File: src/rtl/rfp_pkg.sv
// Shared constants and types for the radar target frame parser.
package rfp_pkg;

  localparam int NUM_TARGETS = 3;

  localparam int HDR_LEN     = 4;
  localparam int SLOT_BYTES  = 8;
  localparam int PAYLOAD_LEN = SLOT_BYTES * NUM_TARGETS;
  localparam int FOOTER_POS  = HDR_LEN + PAYLOAD_LEN;
  localparam int FRAME_TOTAL = FOOTER_POS + 2;

  localparam int PosW      = $clog2(FRAME_TOTAL);
  localparam int StoreIdxW = $clog2(PAYLOAD_LEN);
  localparam int TgtIdxW   = (NUM_TARGETS > 1) ? $clog2(NUM_TARGETS) : 1;
  localparam int CntW      = $clog2(NUM_TARGETS + 1);

  localparam logic [7:0] HDR_B0  = 8'hAA;
  localparam logic [7:0] HDR_B1  = 8'hFF;
  localparam logic [7:0] HDR_B2  = 8'h03;
  localparam logic [7:0] HDR_B3  = 8'h00;
  localparam logic [7:0] FTR_B0  = 8'h55;
  localparam logic [7:0] FTR_B1  = 8'hCC;

  localparam logic [15:0] MAG_MASK = 16'h7FFF;

  // Raw little-endian words of one target slot
  typedef struct packed {
    logic [15:0] res;
    logic [15:0] spd;
    logic [15:0] y;
    logic [15:0] x;
  } slot_t;

  // Frame handed from the parser to the result buffer
  typedef struct packed {
    logic                          done;
    slot_t [NUM_TARGETS-1:0]       slots;
    logic  [NUM_TARGETS-1:0]       valid;
    logic  [CntW-1:0]              count;
  } frame_t;

endpackage

File: src/rtl/radar_target_frame_parser_core.sv
// Top level of the radar target frame parser.
//
// Usage:
//   Input channel (data_valid_i / data_ready_o / data_byte_i) carries one
//   link byte per beat. The parser hunts for header AA FF 03 00, captures
//   24 payload bytes and checks footer 55 CC (30 bytes per frame).
//   A good frame yields three result beats on the output channel
//   (result_valid_o / result_ready_i), one per target slot, in slot order;
//   last_target_o marks the third. A bad footer yields nothing.
// Output: the last footer byte loads the frame buffer, which loads the first
//   beat into the output register; next beats follow one per cycle if taken.
// Throughput: one byte per cycle. The only input stall is on the last
//   footer byte while results of the previous frame are still buffered,
//   which can happen only when the receiver holds off the result beats.
// Stalls: a registered output plus a three-slot frame buffer decouple the
//   two sides; the buffer holds raw slot words and decodes one slot per beat.
// Reset: asynchronous, active low; clears the hunt position, footer flag,
//   frame buffer flag and index, output valid. Payload bytes are not cleared.
module radar_target_frame_parser_core (
  input  logic               clk_i,
  input  logic               rst_ni,
  input  logic               data_valid_i,
  output logic               data_ready_o,
  input  logic [7:0]         data_byte_i,
  output logic               result_valid_o,
  input  logic               result_ready_i,
  output logic [1:0]         target_index_o,
  output logic               target_valid_o,
  output logic signed [15:0] x_mm_o,
  output logic signed [15:0] y_mm_o,
  output logic signed [15:0] velocity_cms_o,
  output logic [15:0]        resolution_mm_o,
  output logic [1:0]         valid_count_o,
  output logic               last_target_o
);
  import rfp_pkg::*;

  localparam int IdxExtW = TgtIdxW + 2;
  localparam int CntExtW = CntW + 2;

  logic   beat;
  logic   at_tail;
  frame_t frame;

  // Frame buffer: raw slots of the frame being emitted
  logic                    buf_valid_q;
  logic [TgtIdxW-1:0]      buf_idx_q;
  slot_t [NUM_TARGETS-1:0] buf_slots_q;
  logic [NUM_TARGETS-1:0]  buf_tv_q;
  logic [CntW-1:0]         buf_cnt_q;
  logic                    buf_last;
  logic                    out_load;

  // Output register
  logic               out_valid_q;
  logic [1:0]         idx_q;
  logic               tv_q;
  logic signed [15:0] x_q, y_q, spd_q;
  logic [15:0]        res_q;
  logic [1:0]         cnt_q;
  logic               last_q;

  logic signed [15:0] x_d, y_d, spd_d;
  logic [15:0]        res_d;
  logic [IdxExtW-1:0] idx_ext;
  logic [CntExtW-1:0] cnt_ext;

  // hold the byte that would complete a frame until the buffer is free
  assign data_ready_o = !(buf_valid_q && at_tail);
  assign beat         = data_valid_i && data_ready_o;

  rfp_parser u_parser (
    .clk_i     (clk_i),
    .rst_ni    (rst_ni),
    .beat_i    (beat),
    .byte_i    (data_byte_i),
    .at_tail_o (at_tail),
    .frame_o   (frame)
  );

  rfp_decode u_decode (
    .slot_i (buf_slots_q[buf_idx_q]),
    .x_o    (x_d),
    .y_o    (y_d),
    .spd_o  (spd_d),
    .res_o  (res_d)
  );

  assign buf_last = buf_idx_q == TgtIdxW'(NUM_TARGETS - 1);
  assign out_load = buf_valid_q && (!out_valid_q || result_ready_i);
  assign idx_ext  = IdxExtW'(buf_idx_q);
  assign cnt_ext  = CntExtW'(buf_cnt_q);

  always_ff @(posedge clk_i or negedge rst_ni) begin
    if (!rst_ni) begin
      buf_valid_q <= 1'b0;
      buf_idx_q   <= '0;
      out_valid_q <= 1'b0;
    end else begin
      if (frame.done) begin
        buf_valid_q <= 1'b1;
        buf_idx_q   <= '0;
      end else if (out_load) begin
        if (buf_last) begin
          buf_valid_q <= 1'b0;
          buf_idx_q   <= '0;
        end else begin
          buf_idx_q <= buf_idx_q + TgtIdxW'(1);
        end
      end
      if (out_load) out_valid_q <= 1'b1;
      else if (result_ready_i) out_valid_q <= 1'b0;
    end
  end

  always_ff @(posedge clk_i) begin
    if (frame.done) begin
      buf_slots_q <= frame.slots;
      buf_tv_q    <= frame.valid;
      buf_cnt_q   <= frame.count;
    end
    if (out_load) begin
      idx_q  <= idx_ext[1:0];
      tv_q   <= buf_tv_q[buf_idx_q];
      x_q    <= x_d;
      y_q    <= y_d;
      spd_q  <= spd_d;
      res_q  <= res_d;
      cnt_q  <= cnt_ext[1:0];
      last_q <= buf_last;
    end
  end

  assign result_valid_o  = out_valid_q;
  assign target_index_o  = idx_q;
  assign target_valid_o  = tv_q;
  assign x_mm_o          = x_q;
  assign y_mm_o          = y_q;
  assign velocity_cms_o  = spd_q;
  assign resolution_mm_o = res_q;
  assign valid_count_o   = cnt_q;
  assign last_target_o   = last_q;

endmodule

File: src/rtl/rfp_parser.sv
// Byte-level frame sync: header hunt, payload capture and footer check.
module rfp_parser (
  input  logic          clk_i,
  input  logic          rst_ni,
  input  logic          beat_i,
  input  logic [7:0]    byte_i,
  output logic          at_tail_o,
  output rfp_pkg::frame_t frame_o
);
  import rfp_pkg::*;

  logic [PosW-1:0]      pos_q, pos_d;
  logic                 ftr_ok_q, ftr_ok_d;
  logic [7:0]           store_q [PAYLOAD_LEN];
  logic [PosW-1:0]      off;
  logic [StoreIdxW-1:0] store_idx;
  logic                 in_hdr, in_payload, at_ftr0, at_tail;
  logic [7:0]           hdr_exp;

  assign in_hdr     = pos_q < PosW'(HDR_LEN);
  assign in_payload = !in_hdr && (pos_q < PosW'(FOOTER_POS));
  assign at_ftr0    = pos_q == PosW'(FOOTER_POS);
  assign at_tail    = pos_q == PosW'(FRAME_TOTAL - 1);
  assign at_tail_o  = at_tail;

  assign off       = pos_q - PosW'(HDR_LEN);
  assign store_idx = off[StoreIdxW-1:0];

  always_comb begin
    unique case (pos_q[1:0])
      2'd0:    hdr_exp = HDR_B0;
      2'd1:    hdr_exp = HDR_B1;
      2'd2:    hdr_exp = HDR_B2;
      default: hdr_exp = HDR_B3;
    endcase
  end

  always_comb begin
    pos_d    = pos_q;
    ftr_ok_d = ftr_ok_q;
    if (beat_i) begin
      priority if (in_hdr) begin
        if (byte_i == hdr_exp) pos_d = pos_q + PosW'(1);
        else pos_d = (byte_i == HDR_B0) ? PosW'(1) : '0;
      end else if (in_payload) begin
        pos_d = pos_q + PosW'(1);
      end else if (at_ftr0) begin
        ftr_ok_d = byte_i == FTR_B0;
        pos_d    = pos_q + PosW'(1);
      end else begin
        ftr_ok_d = 1'b0;
        pos_d    = '0;
      end
    end
  end

  always_ff @(posedge clk_i or negedge rst_ni) begin
    if (!rst_ni) begin
      pos_q    <= '0;
      ftr_ok_q <= 1'b0;
    end else begin
      pos_q    <= pos_d;
      ftr_ok_q <= ftr_ok_d;
    end
  end

  // payload bytes, no reset: every entry is rewritten before a frame decodes
  always_ff @(posedge clk_i) begin
    for (int k = 0; k < PAYLOAD_LEN; k++) begin
      if (beat_i && in_payload && store_idx == StoreIdxW'(k)) store_q[k] <= byte_i;
    end
  end

  always_comb begin
    frame_o.count = '0;
    for (int i = 0; i < NUM_TARGETS; i++) begin
      frame_o.slots[i].x   = {store_q[SLOT_BYTES*i+1], store_q[SLOT_BYTES*i]};
      frame_o.slots[i].y   = {store_q[SLOT_BYTES*i+3], store_q[SLOT_BYTES*i+2]};
      frame_o.slots[i].spd = {store_q[SLOT_BYTES*i+5], store_q[SLOT_BYTES*i+4]};
      frame_o.slots[i].res = {store_q[SLOT_BYTES*i+7], store_q[SLOT_BYTES*i+6]};
      frame_o.valid[i] = |{frame_o.slots[i].x, frame_o.slots[i].y, frame_o.slots[i].spd};
      frame_o.count    = frame_o.count + CntW'(frame_o.valid[i]);
    end
    frame_o.done = beat_i && at_tail && ftr_ok_q && (byte_i == FTR_B1);
  end

endmodule

File: src/rtl/rfp_decode.sv
// Sign-magnitude decode of one target slot.
module rfp_decode (
  input  rfp_pkg::slot_t      slot_i,
  output logic signed [15:0]  x_o,
  output logic signed [15:0]  y_o,
  output logic signed [15:0]  spd_o,
  output logic        [15:0]  res_o
);
  import rfp_pkg::*;

  // bit15 set means positive; magnitude in the low 15 bits
  function automatic logic [15:0] sm_dec(input logic [15:0] raw);
    logic [15:0] mag;
    mag = raw & MAG_MASK;
    return raw[15] ? mag : (16'd0 - mag);
  endfunction

  assign x_o   = sm_dec(slot_i.x);
  assign y_o   = sm_dec(slot_i.y);
  assign spd_o = sm_dec(slot_i.spd);
  assign res_o = slot_i.res;

endmodule

File: config.mk
export PLATFORM = sky130hd
export DESIGN_NAME = radar_target_frame_parser_core
export DESIGN_NICKNAME = d
export VERILOG_FILES = /design/src/rtl/rfp_pkg.sv /design/src/rtl/radar_target_frame_parser_core.sv /design/src/rtl/rfp_parser.sv /design/src/rtl/rfp_decode.sv
export SDC_FILE = /design/constraint.sdc
export NUM_CORES = 1
export LEC_CHECK = 0
export BUFFER_PORTS_ARGS = -buffer_cell sky130_fd_sc_hd__clkbuf_2
export CORE_ASPECT_RATIO = 1.25
export CORE_MARGIN = 5
export CORE_UTILIZATION = 50
export CTS_CLUSTER_DIAMETER = 120
export DETAILED_ROUTE_END_ITERATION = 8
export GPL_TIMING_DRIVEN = 1
export PLACE_DENSITY = 0.67
export SLEW_MARGIN = 20
export SYNTH_ARGS = -nofsm -noshare
export SYNTH_HDL_FRONTEND = slang
export SYNTH_HIERARCHICAL = 1
export SYNTH_SLANG_ARGS = --single-unit
File: constraint.sdc
create_clock -name clk_i -period 29.7 [get_ports clk_i]
set_input_delay 5.94 -clock clk_i [delete_from_list [all_inputs] [get_ports clk_i]]
set_output_delay 5.94 -clock clk_i [all_outputs]
set_load 0.1 [all_outputs]
==> results.md, run 1 <==
* Post-Synth Simple-Gate Area at 0.0745
* VDD IR-drop max at 44.4 µV
* Max Cap Viol at 0
* Pwr Total at 1.60 mW
* Routed length per instance at 20.8 µm
* Top post-synthesis cells by area: edfxtp_1, mux2i_1, o21ai_0, xor2_1, nand2_1
* GRT Total Usage at 0.176
* Area growth syn-to-layout at 12.7%
* Routability cong. at 0.817
* CTS tree: yes
* Synth Area in Compound Gates at 0.0332
* Starting density of the core at 0.507
* Layout cells sized above 1 at 0.154
* Initial antenna violation count at 0
* Post-CTS setup buffers at 0
* Mux share of post-synthesis cell area at 0.0397
* Top FF cell, synth: edfxtp_1
* Width of the die at 177 µm
* Clock root cell: clkbuf_16
* Worst setup SP type: input pin
* Clock buffer depth at 3
* Synth Area in XOR/XNOR at 0.0205
* Peak fanout along the critical path at 77
* Fin. max-slew vios at 0
* Yosys reg bits at 469
* Post-CTS Hold Buffers at 0
* Post-synthesis sequential area ratio at 0.801
* Clk_skew at 0.0223 ns
* I/O pins at 84
* R2r setup slk at 26.05 ns
* Cell mode on critical path: buf_4
* PD cells at 81.0 nW/µm²
* Sw Ratio at 0.263
* CP peak stage delay at 0.83 ns
* Status: finished, final reports clean
* Final setup margin at 21.33 ns
* Aggregate routed wire length at 33500 µm
* First-pass GRT wire length at 51900 µm
* Comb pwr share at 0.179
* Initial detailed-routing violation count at 691
* Via count at 8630
* CP max stage cell: buf_4
* Largest family of logic cells by synthesized area: simple AND/OR/NAND/NOR gates
* Normalized max-slew margin at 0.289
* Leak at 6.61 nW
* Max Freq at 0.119 GHz
* Syn. warnings at 6
* Final ANT Viol Nets at 0
* Num CTS Buffers at 43
* Clock Power Share at 0.344
* Place WS at 20.77 ns
* Post-route setup TNS at 0 ns
* Crit. End Element: register
* CP Cell Sequence: clkbuf_2, nand4bb_1, nor3_2, buf_4, buf_4
* Cells after DPL at 1533
* Gr ovfl total at 0
* Final period util at 0.282
* Area after DPL at 18300 µm²
* Post-Layout Cell Count at 1609
* Hold Slack at 0.410 ns
* Core area at 34500 µm²
* Critical path required time at 29.85 ns
* Die height at 219 µm
* Leading area contributor after synthesis: edfxtp_1
* Asr flop ratio synth at 0.0213
* Vias in the first global route at 8808
* Clock transition at the registers of the reported paths at 0.06 ns
* Synth cell types at 54
* Clk_lat worst skew at 0.54 ns
* Mean Syn Cell Area at 17.2 µm²
* Worst slew pin tran at 1.06 ns
* Post_cts resized at 0
* Top-area cell type share of the netlist area at 0.787
* WS Path Type: in2reg
* CTS H-tree lvls at 2
* DR pass1 iterations at 4
* Design area at 19700 µm²
* Fraction of the mapped netlist area in adder cells at 0.00686
* Endpoints failing setup at 0
* Largest net degree at the start of global routing at 78
* Hold Path Class: reg2reg
* Remaining DRCs at 0
* IO Port Bufs at 83
* Sequential share of power at 0.476
* Unrepaired setup endpoints after global routing: false
* Cells after Synth at 1016
* Diode count at 0
* Final Hold Fails at 0
* DP Wirelength at 21500 µm
* Site Rows at 76
* Util after Layout at 0.572
* Psw at 0.420 mW
* Syn Nets at 1037
* Final nets at 1131
* Via density at 5.36
* Post-synth EDFFs at 459
* Sink Count at 469
* Pint at 1.18 mW
* Final min period at 8.37 ns
* Die ar. at 38900 µm²
* Fillers at 2557
* Critical Path AT at 8.52 ns
* Post-Syn Area at 17500 µm²
-- cells by family after synthesis --
kind of cell,Yosys count
adders and majority gates,9
buffers and inverters,73
xor gates and xnor gates,41
and+or+nand+nor,246
AOI/OAI and AO/OA,109
muxes,69
DFF,469
-- layout by cell type (no fill, tap or decap), types with 2 or more instances in the layout --
cell type / instances
edfxtp_1: 459
clkbuf_2: 83
nand2_1: 77
mux2i_1: 66
o21ai_0: 66
clkbuf_16: 45
nor2_1: 43
nor4_1: 39
xor2_1: 34
inv_1: 22
a21oi_1: 22
and3_1: 18
nor3_1: 16
buf_4: 16
clkinv_1: 11
nand4_1: 10
dfrtp_1: 8
a31oi_1: 8
ha_1: 8
clkbuf_1: 7
xnor2_1: 7
nand2b_1: 6
nand3_1: 6
bufinv_16: 6
o21ai_1: 5
clkinv_2: 5
and2_1: 4
or4_4: 4
mux2_2: 3
or2_1: 2
nor3b_1: 2
and2b_1: 2
-- synth_stat cells, types with 2 or more instances --
master / n
mux2_2: 3
and2_1: 5
buf_2: 11
buf_6: 5
nor2_1: 43
or2_1: 2
o21ai_1: 5
xnor2_1: 7
xor2_1: 34
nand3_1: 6
mux2i_1: 66
and3_1: 18
a21oi_1: 22
edfxtp_1: 459
nor3b_1: 2
nand2b_1: 6
dfrtp_1: 10
a31oi_1: 8
nand2_1: 77
nand4_1: 10
buf_4: 23
nor3_1: 17
and2b_1: 2
o21ai_0: 67
inv_1: 22
nor4_1: 39
or4_4: 4
ha_1: 8
clkbuf_1: 10
-- final timing paths --
check	depth (start not counted)	end	startpoint
max in group asynchronous	1	buf_idx_q[0]$_DFFE_PN0P_	rst_ni
worst min-delay path	0	buf_slots_q[61]$_DFFE_PP_	u_parser/store_q[0][61]$_DFFE_PP_
worst min register to register	0	buf_slots_q[61]$_DFFE_PP_	u_parser/store_q[0][61]$_DFFE_PP_
worst max-delay path	5	buf_slots_q[158]$_DFFE_PP_	data_byte_i[3]
min in group asynchronous	1	buf_idx_q[0]$_DFFE_PN0P_	rst_ni
worst max register to register	10	buf_slots_q[158]$_DFFE_PP_	u_parser/pos_q[1]$_DFFE_PN0P_
-- state kept, by name, summed over array words and instances, names as in the netlist --
name               count
buf_slots_q          192
u_parser/store_q     192
resolution_mm_o       16
velocity_cms_o        16
x_mm_o                16
y_mm_o                16
u_parser/pos_q         5
buf_tv_q               3
buf_cnt_q              2
buf_idx_q              2
target_index_o         2
valid_count_o          2
buf_valid_q            1
last_target_o          1
result_valid_o         1
target_valid_o         1
u_parser/ftr_ok_q      1
-- power by group through the flow --
stage / registers, mW / clock network [mW] / logic (mW)
2_1_floorplan: 0.780 / 0 / 0.233
3_3_place_gp: 0.776 / 0 / 0.283
3_5_place_dp: 0.776 / 0 / 0.290
4_1_cts: 0.761 / 0.561 / 0.291
5_1_grt: 0.761 / 0.591 / 0.317
6_report: 0.761 / 0.550 / 0.287
-- metal layers --
layer,vias to the layer above,share of wire,track usage
met4,0,0.024,0.0521
met3,47,0.046,0.0257
met2,219,0.53,0.315
li1,4044,-,-
met1,4320,0.40,0.224
met5,-,0,0
-- layout make-up --
class,count,area (µm²),area share
multi-input combinational,474,3070,0.156
sequential,469,14000,0.711
tap,468,586,0.0297
inverter,23,86.3,0.00437
timing repair buffer,99,536,0.0271
clock buffer,52,1150,0.0584
clock inverter,24,264,0.0134
-- critical path: cells and delay by family --
family | cells | cell delay [ns]
buf+inv | 3 | 1.99
simple gates | 2 | 0.50
No activity file was read; power rests on OpenSTA's default activity.
==> run 2, diff against run 1 <==
Settings changed: PLACE_DENSITY 0.67 to 0.7.
Clock period 29.7 ns to 7.6 ns, I/O delays scaled along.
==> run 2 against run 1 <==
Against the previous run:
- critical path type is now reg2out
- critical path depth stayed put
- largest power group unchanged
- non-clock buffer count down 4
- sequential share of layout area rose by 0.49 points
- highest routed layer unchanged
==> results.md, run 2 (synthesis gave the netlist of run 1 again) <==
* Gr ovfl total at 0
* WHS Path Cells at 0
* Die ar. at 38900 µm²
* Site Rows at 76
* Post-CTS setup buffers at 0
* Final nets at 1126
* Final min period at 3.70 ns
* R2r setup slk at 4.24 ns
* WS Path Type: reg2out
* Final Hold Fails at 0
* DR pass1 iterations at 5
* IO Port Bufs at 83
* I/O pins at 84
* Worst setup SP type: register
* R2r endpoint: velocity_cms_o[14]$_DFFE_PP_
* Most frequent cells in the layout: edfxtp_1, clkbuf_2, nand2_1, o21ai_0, mux2i_1
* Layout cells sized above 1 at 0.151
* CP peak stage delay at 0.52 ns
* PD cells at 310 nW/µm²
* Clock buffer depth at 3
* Die height at 219 µm
* R2R depth at 8
* Clk_lat worst skew at 0.55 ns
* Clk_skew at 0.0157 ns
* Area growth syn-to-layout at 11.9%
* Max Cap Viol at 0
* Worst hold endpoint: buf_slots_q[117]$_DFFE_PP_
* Delay-heaviest family, CP: simple AND/OR/NAND/NOR gates
* Vias in the first global route at 8699
* Fillers at 2566
* Clock transition at the registers of the reported paths at 0.06 ns
* Crit. End Element: output pin
* Starting density of the core at 0.507
* Clock root cell: clkbuf_16
* Routability cong. at 0.808
* Hold Slack at 0.412 ns
* VDD IR-drop max at 182 µV
* Leak at 6.54 nW
* Worst path bufs/invs at 2
* Fin. max-slew vios at 0
* Hold_sp: u_parser/store_q[1][53]$_DFFE_PP_
* Num CTS Buffers at 42
* Final setup margin at 3.90 ns
* Place WS at 3.59 ns
* Status: finished, final reports clean
* Remaining DRCs at 0
* Levels on crit path at 5
* Aggregate routed wire length at 33300 µm
* Routed length per instance at 20.7 µm
* Via density at 5.43
* DP Wirelength at 20900 µm
* CTS H-tree lvls at 2
* Initial detailed-routing violation count at 688
* Critical path required time at 6.08 ns
* Post-route setup TNS at 0 ns
* Width of the die at 177 µm
* Max Freq at 0.270 GHz
* Endpoints failing setup at 0
* Diode count at 0
* Critical Path AT at 2.18 ns
* Largest net degree at the start of global routing at 203
* Unrepaired setup endpoints after global routing: false
* Post-Layout Cell Count at 1604
* Peak fanout along the critical path at 11
* Area after DPL at 18300 µm²
* CP Cell Sequence: and2_1, nand3_1, inv_1, nand2_1, clkbuf_2
* Initial antenna violation count at 0
* Design area at 19600 µm²
* Most common cell after layout, fill and taps aside: edfxtp_1
* Largest regs: buf_slots_q (192), u_parser/store_q (192)
* Hold Path Class: reg2reg
* First-pass GRT wire length at 51100 µm
* Final period util at 0.487
* Sink Count at 469
* Cells after DPL at 1529
* CTS tree: yes
* GRT Total Usage at 0.173
* Post_cts resized at 0
* Via count at 8711
* Final ANT Viol Nets at 0
* Post-CTS Hold Buffers at 0
* Worst slew pin tran at 1.05 ns
* R2R Path Start: buf_idx_q[0]$_DFFE_PN0P_
* Normalized max-slew margin at 0.299
* Core area at 34500 µm²
* CP max stage cell: dfrtp_1
-- run 2: how the worst max path moves through the flow --
stage	from	to	slack, ns
after floorplan	u_parser/pos_q[4]$_DFFE_PN0P_	buf_idx_q[0]$_DFFE_PN0P_	0.28
after global placement	data_byte_i[4]	buf_idx_q[1]$_DFFE_PN0P_	3.66
after detailed placement	data_byte_i[6]	buf_idx_q[1]$_DFFE_PN0P_	3.59
after CTS	u_parser/pos_q[1]$_DFFE_PN0P_	data_ready_o	3.87
after global routing	u_parser/pos_q[1]$_DFFE_PN0P_	data_ready_o	3.79
final	u_parser/pos_q[3]$_DFFE_PN0P_	data_ready_o	3.90
-- run 2: stage by stage --
step | utilization | power, mW
after floorplan | - | 3.96
after global placement | 0.530 | 4.14
after detailed placement | 0.530 | 4.16
after CTS | 0.568 | 6.14
after global routing | 0.568 | 6.35
final | 0.568 | 6.09
-- run 2: worst register-to-register path: stages (launching register included) --
cell	delay (ns)
dfrtp_4	0.39
buf_4	0.60
buf_4	0.56
mux2i_1	0.26
o21ai_0	0.15
or4_4	0.61
nor4_4	0.20
a31oi_1	0.15
xor2_1	0.16
-- run 2: cell type report --
class	count	area (µm²)	share of cell area
flip-flops and latches	469	14000	0.716
repair buffers	95	518	0.0264
inverters	23	86.3	0.00440
clock buffers	51	1110	0.0564
well taps	468	586	0.0299
multi-input cells	474	3070	0.157
clock inverters	24	191	0.00977
-- run 2: per-layer routing --
| metal | wire length (µm) | vias to the layer above | track usage |
|---|---|---|---|
| li1 | - | 4035 | - |
| met1 | 13100 | 4393 | 0.220 |
| met2 | 17800 | 233 | 0.309 |
| met3 | 1540 | 50 | 0.0231 |
| met4 | 819 | 0 | 0.0536 |
| met5 | 0 | - | 0 |
-- run 2: where the power goes --
| part | leakage, nW | switching, mW | internal (mW) |
|---|---|---|---|
| Sequential | 4.23 | 0.00475 | 2.94 |
| Combinational | 1.67 | 0.766 | 0.385 |
| Clock | 0.634 | 0.880 | 1.11 |
| Total | 6.54 | 1.65 | 4.43 |
==> run 3, diff against run 2 <==
Settings changed: ABC_AREA from default to 1, PLACE_DENSITY 0.7 to 0.67.
Clock period 7.6 ns to 3.7 ns, I/O delays scaled along.
==> run 3 against run 2 <==
Against the previous run:
- cell count is 19% higher
- area after synthesis rose by 2.1%
- clock skew is 0.00095 ns lower
- power is 75% higher
- routed wire length is 5.4% higher
- die area is 2.0% higher
- critical path type unchanged
- combinational power down 80%
- synthesized cell count increased by 28%
- highest routed layer unchanged
- setup slack worse by 2.9 ns
==> results.md, run 3 <==
* Largest regs: buf_slots_q (192), u_parser/store_q (192)
* Leak at 7.26 nW
* Critical path required time at 2.96 ns
* GRT Total Usage at 0.180
* Normalized max-slew margin at 0.526
* Layout cells sized above 1 at 0.153
* Starting density of the core at 0.505
* Max Freq at 0.366 GHz
* DP Wirelength at 22700 µm
* Post-synth EDFFs at 459
* Aggregate routed wire length at 35100 µm
* Post-Layout Cell Count at 1915
* Most frequent cells in the layout: edfxtp_1, nand2_1, nor2_1, nand3_1, clkbuf_2
* Top post-synthesis cells by area: edfxtp_1, nand2_1, nand3_1, nor2_1, dfrtp_1
* Core area at 35400 µm²
* Clock transition at the registers of the reported paths at 0.06 ns
* CP Cell Sequence: nand2_4, nor2_4, inv_2, nor2_4, nand2_8, clkbuf_2
* Diode count at 0
* Final period util at 0.739
* Remaining DRCs at 0
* Asr flop ratio synth at 0.0213
* Gr busiest metal: met2
* Peak fanout along the critical path at 10
* Cells after DPL at 1837
* WS Path Type: reg2out
* Via density at 5.08
* Status: finished, final reports clean
* Largest net degree at the start of global routing at 113
* Unrepaired setup endpoints after global routing: false
* Syn. warnings at 6
* Routability cong. at 0.865
* Cell mode on critical path: nor2_4
* Area after DPL at 18900 µm²
* Post-synth top cells: edfxtp_1, nand2_1, nor2_1, nand3_1, inv_1
* Critical Path AT at 2.00 ns
* VDD IR-drop max at 628 µV
* Clk_skew at 0.0148 ns
* Leading area contributor after synthesis: edfxtp_1
* Delay-heaviest family, CP: flip-flops
* Worst slew pin tran at 0.708 ns
* Mean Syn Cell Area at 13.8 µm²
* Fin. max-slew vios at 0
* Hold Slack at 0.0839 ns
* Via count at 9736
* CTS H-tree lvls at 2
* Global-route met1 utilization at 0.228
* Final min period at 2.74 ns
* Area growth syn-to-layout at 14.2%
* Routed length per instance at 18.3 µm
* Post-CTS setup buffers at 0
* Crit. End Element: output pin
* CP max stage cell: dfrtp_1
* Initial detailed-routing violation count at 719
* Num CTS Buffers at 44
* Grt met2 use at 0.312
* Final setup margin at 0.965 ns
* Gr ovfl total at 0
* Cells after Synth at 1299
* Worst path bufs/invs at 2
* Endpoints failing setup at 0
* Top FF cell, synth: edfxtp_1
* Top-area cell type share of the netlist area at 0.771
* PD cells at 521 nW/µm²
* CP peak stage delay at 0.55 ns
* Clock buffer depth at 3
* Final Hold Fails at 0
* I/O pins at 84
* Site Rows at 77
* Final nets at 1430
* Vias in the first global route at 9825
* Syn Nets at 1320
* IO Port Bufs at 83
* CTS tree: yes
* Hold Path Class: in2async
* Width of the die at 179 µm
* Die ar. at 39600 µm²
* Most common cell after layout, fill and taps aside: edfxtp_1
* First-pass GRT wire length at 54400 µm
* Design area at 20400 µm²
* Clk_lat worst skew at 0.55 ns
* Post-synthesis sequential area ratio at 0.785
* Post-Syn Area at 17900 µm²
* DR pass1 iterations at 5
* M3 GR Usage at 0.0290
* Final ANT Viol Nets at 0
* Most common cell in the synthesized netlist: edfxtp_1
* Sink Count at 469
* Die height at 221 µm
* Post-route setup TNS at 0 ns
* Post_cts resized at 0
* Synth cell types at 36
* Yosys reg bits at 469
* Place WS at 1.01 ns
* Initial antenna violation count at 0
* Clock root cell: clkbuf_16
* Worst setup SP type: register
* Max Cap Viol at 0
* Post-CTS Hold Buffers at 0
==> run 3: cell types whose count changed in the layout (fill, tap and decap cells not counted), moves of 8 or more <==
cell     delta
nand2_2     +8
mux2i_1    -66
inv_2       +8
buf_4      +11
o21ai_0    -59
nand3_1   +103
nand2_1   +265
nor2_1     +87
and3_1     -18
xor2_1     -24
nor4_1     -31
a21oi_1    -17
inv_1      +39
nand4_1    +16
==> run 3: per-stage QoR <==
step,power (mW),util
2_1_floorplan,6.04,-
3_3_place_gp,6.15,0.535
6_report,10.6,0.577
3_5_place_dp,6.15,0.535
4_1_cts,10.7,0.577
5_1_grt,11.0,0.577
==> run 3: worst paths after layout <==
check,startpoint,end,slack (ns),cells after the start
max,u_parser/pos_q[2]$_DFFE_PN0P_,data_ready_o,0.96,6
max in group asynchronous,rst_ni,u_parser/ftr_ok_q$_DFFE_PN0P_,3.36,1
min in group clk_i,u_parser/store_q[0][57]$_DFFE_PP_,buf_slots_q[57]$_DFFE_PP_,0.42,0
min reg2reg,u_parser/store_q[0][57]$_DFFE_PP_,buf_slots_q[57]$_DFFE_PP_,0.42,0
min,rst_ni,u_parser/pos_q[0]$_DFFE_PN0P_,0.08,1
max reg2reg,u_parser/pos_q[2]$_DFFE_PN0P_,u_parser/store_q[2][33]$_DFFE_PP_,1.07,10
==> run 3: layout make-up <==
type | count | area (µm²)
clock inverters | 28 | 334
fillers | 2790 | 14900
clock buffers | 50 | 1170
flip-flops and latches | 469 | 14000
well taps | 474 | 593
multi-input cells | 713 | 3350
inverters | 72 | 274
repair buffers | 109 | 661
==> run 3: kinds of logic after synthesis <==
family,after synthesis,synth area share
flops,469,0.785
simple gates,662,0.159
xor+xnor,15,0.00735
compound gates,27,0.0102
buf+inv,117,0.0316
fa+ha+maj,9,0.00672
==> run 3: per-layer routing <==
| metal | up-vias | share of wire |
|---|---|---|
| met5 | - | 0 |
| met4 | 0 | 0.030 |
| met3 | 59 | 0.044 |
| met2 | 242 | 0.52 |
| met1 | 4682 | 0.41 |
| li1 | 4753 | - |
==> run 3: worst reg2reg max path, cell delays in order, from the launching register on <==
cell and delay [ns]:
dfrtp_1 0.50, nand2_4 0.14, nor2_4 0.05, inv_2 0.10, nor2_4 0.06, nand2_8 0.05
and2_4 0.20, inv_1 0.12, nor2_4 0.17, nand2_2 0.24, nor2_1 0.62
==> run 3: report_power, final <==
part / switching, mW / internal, mW
clock: 1.84 / 2.75
sequential: 0.0166 / 5.79
combinational: 0.171 / 0.0616
total: 2.02 / 8.60
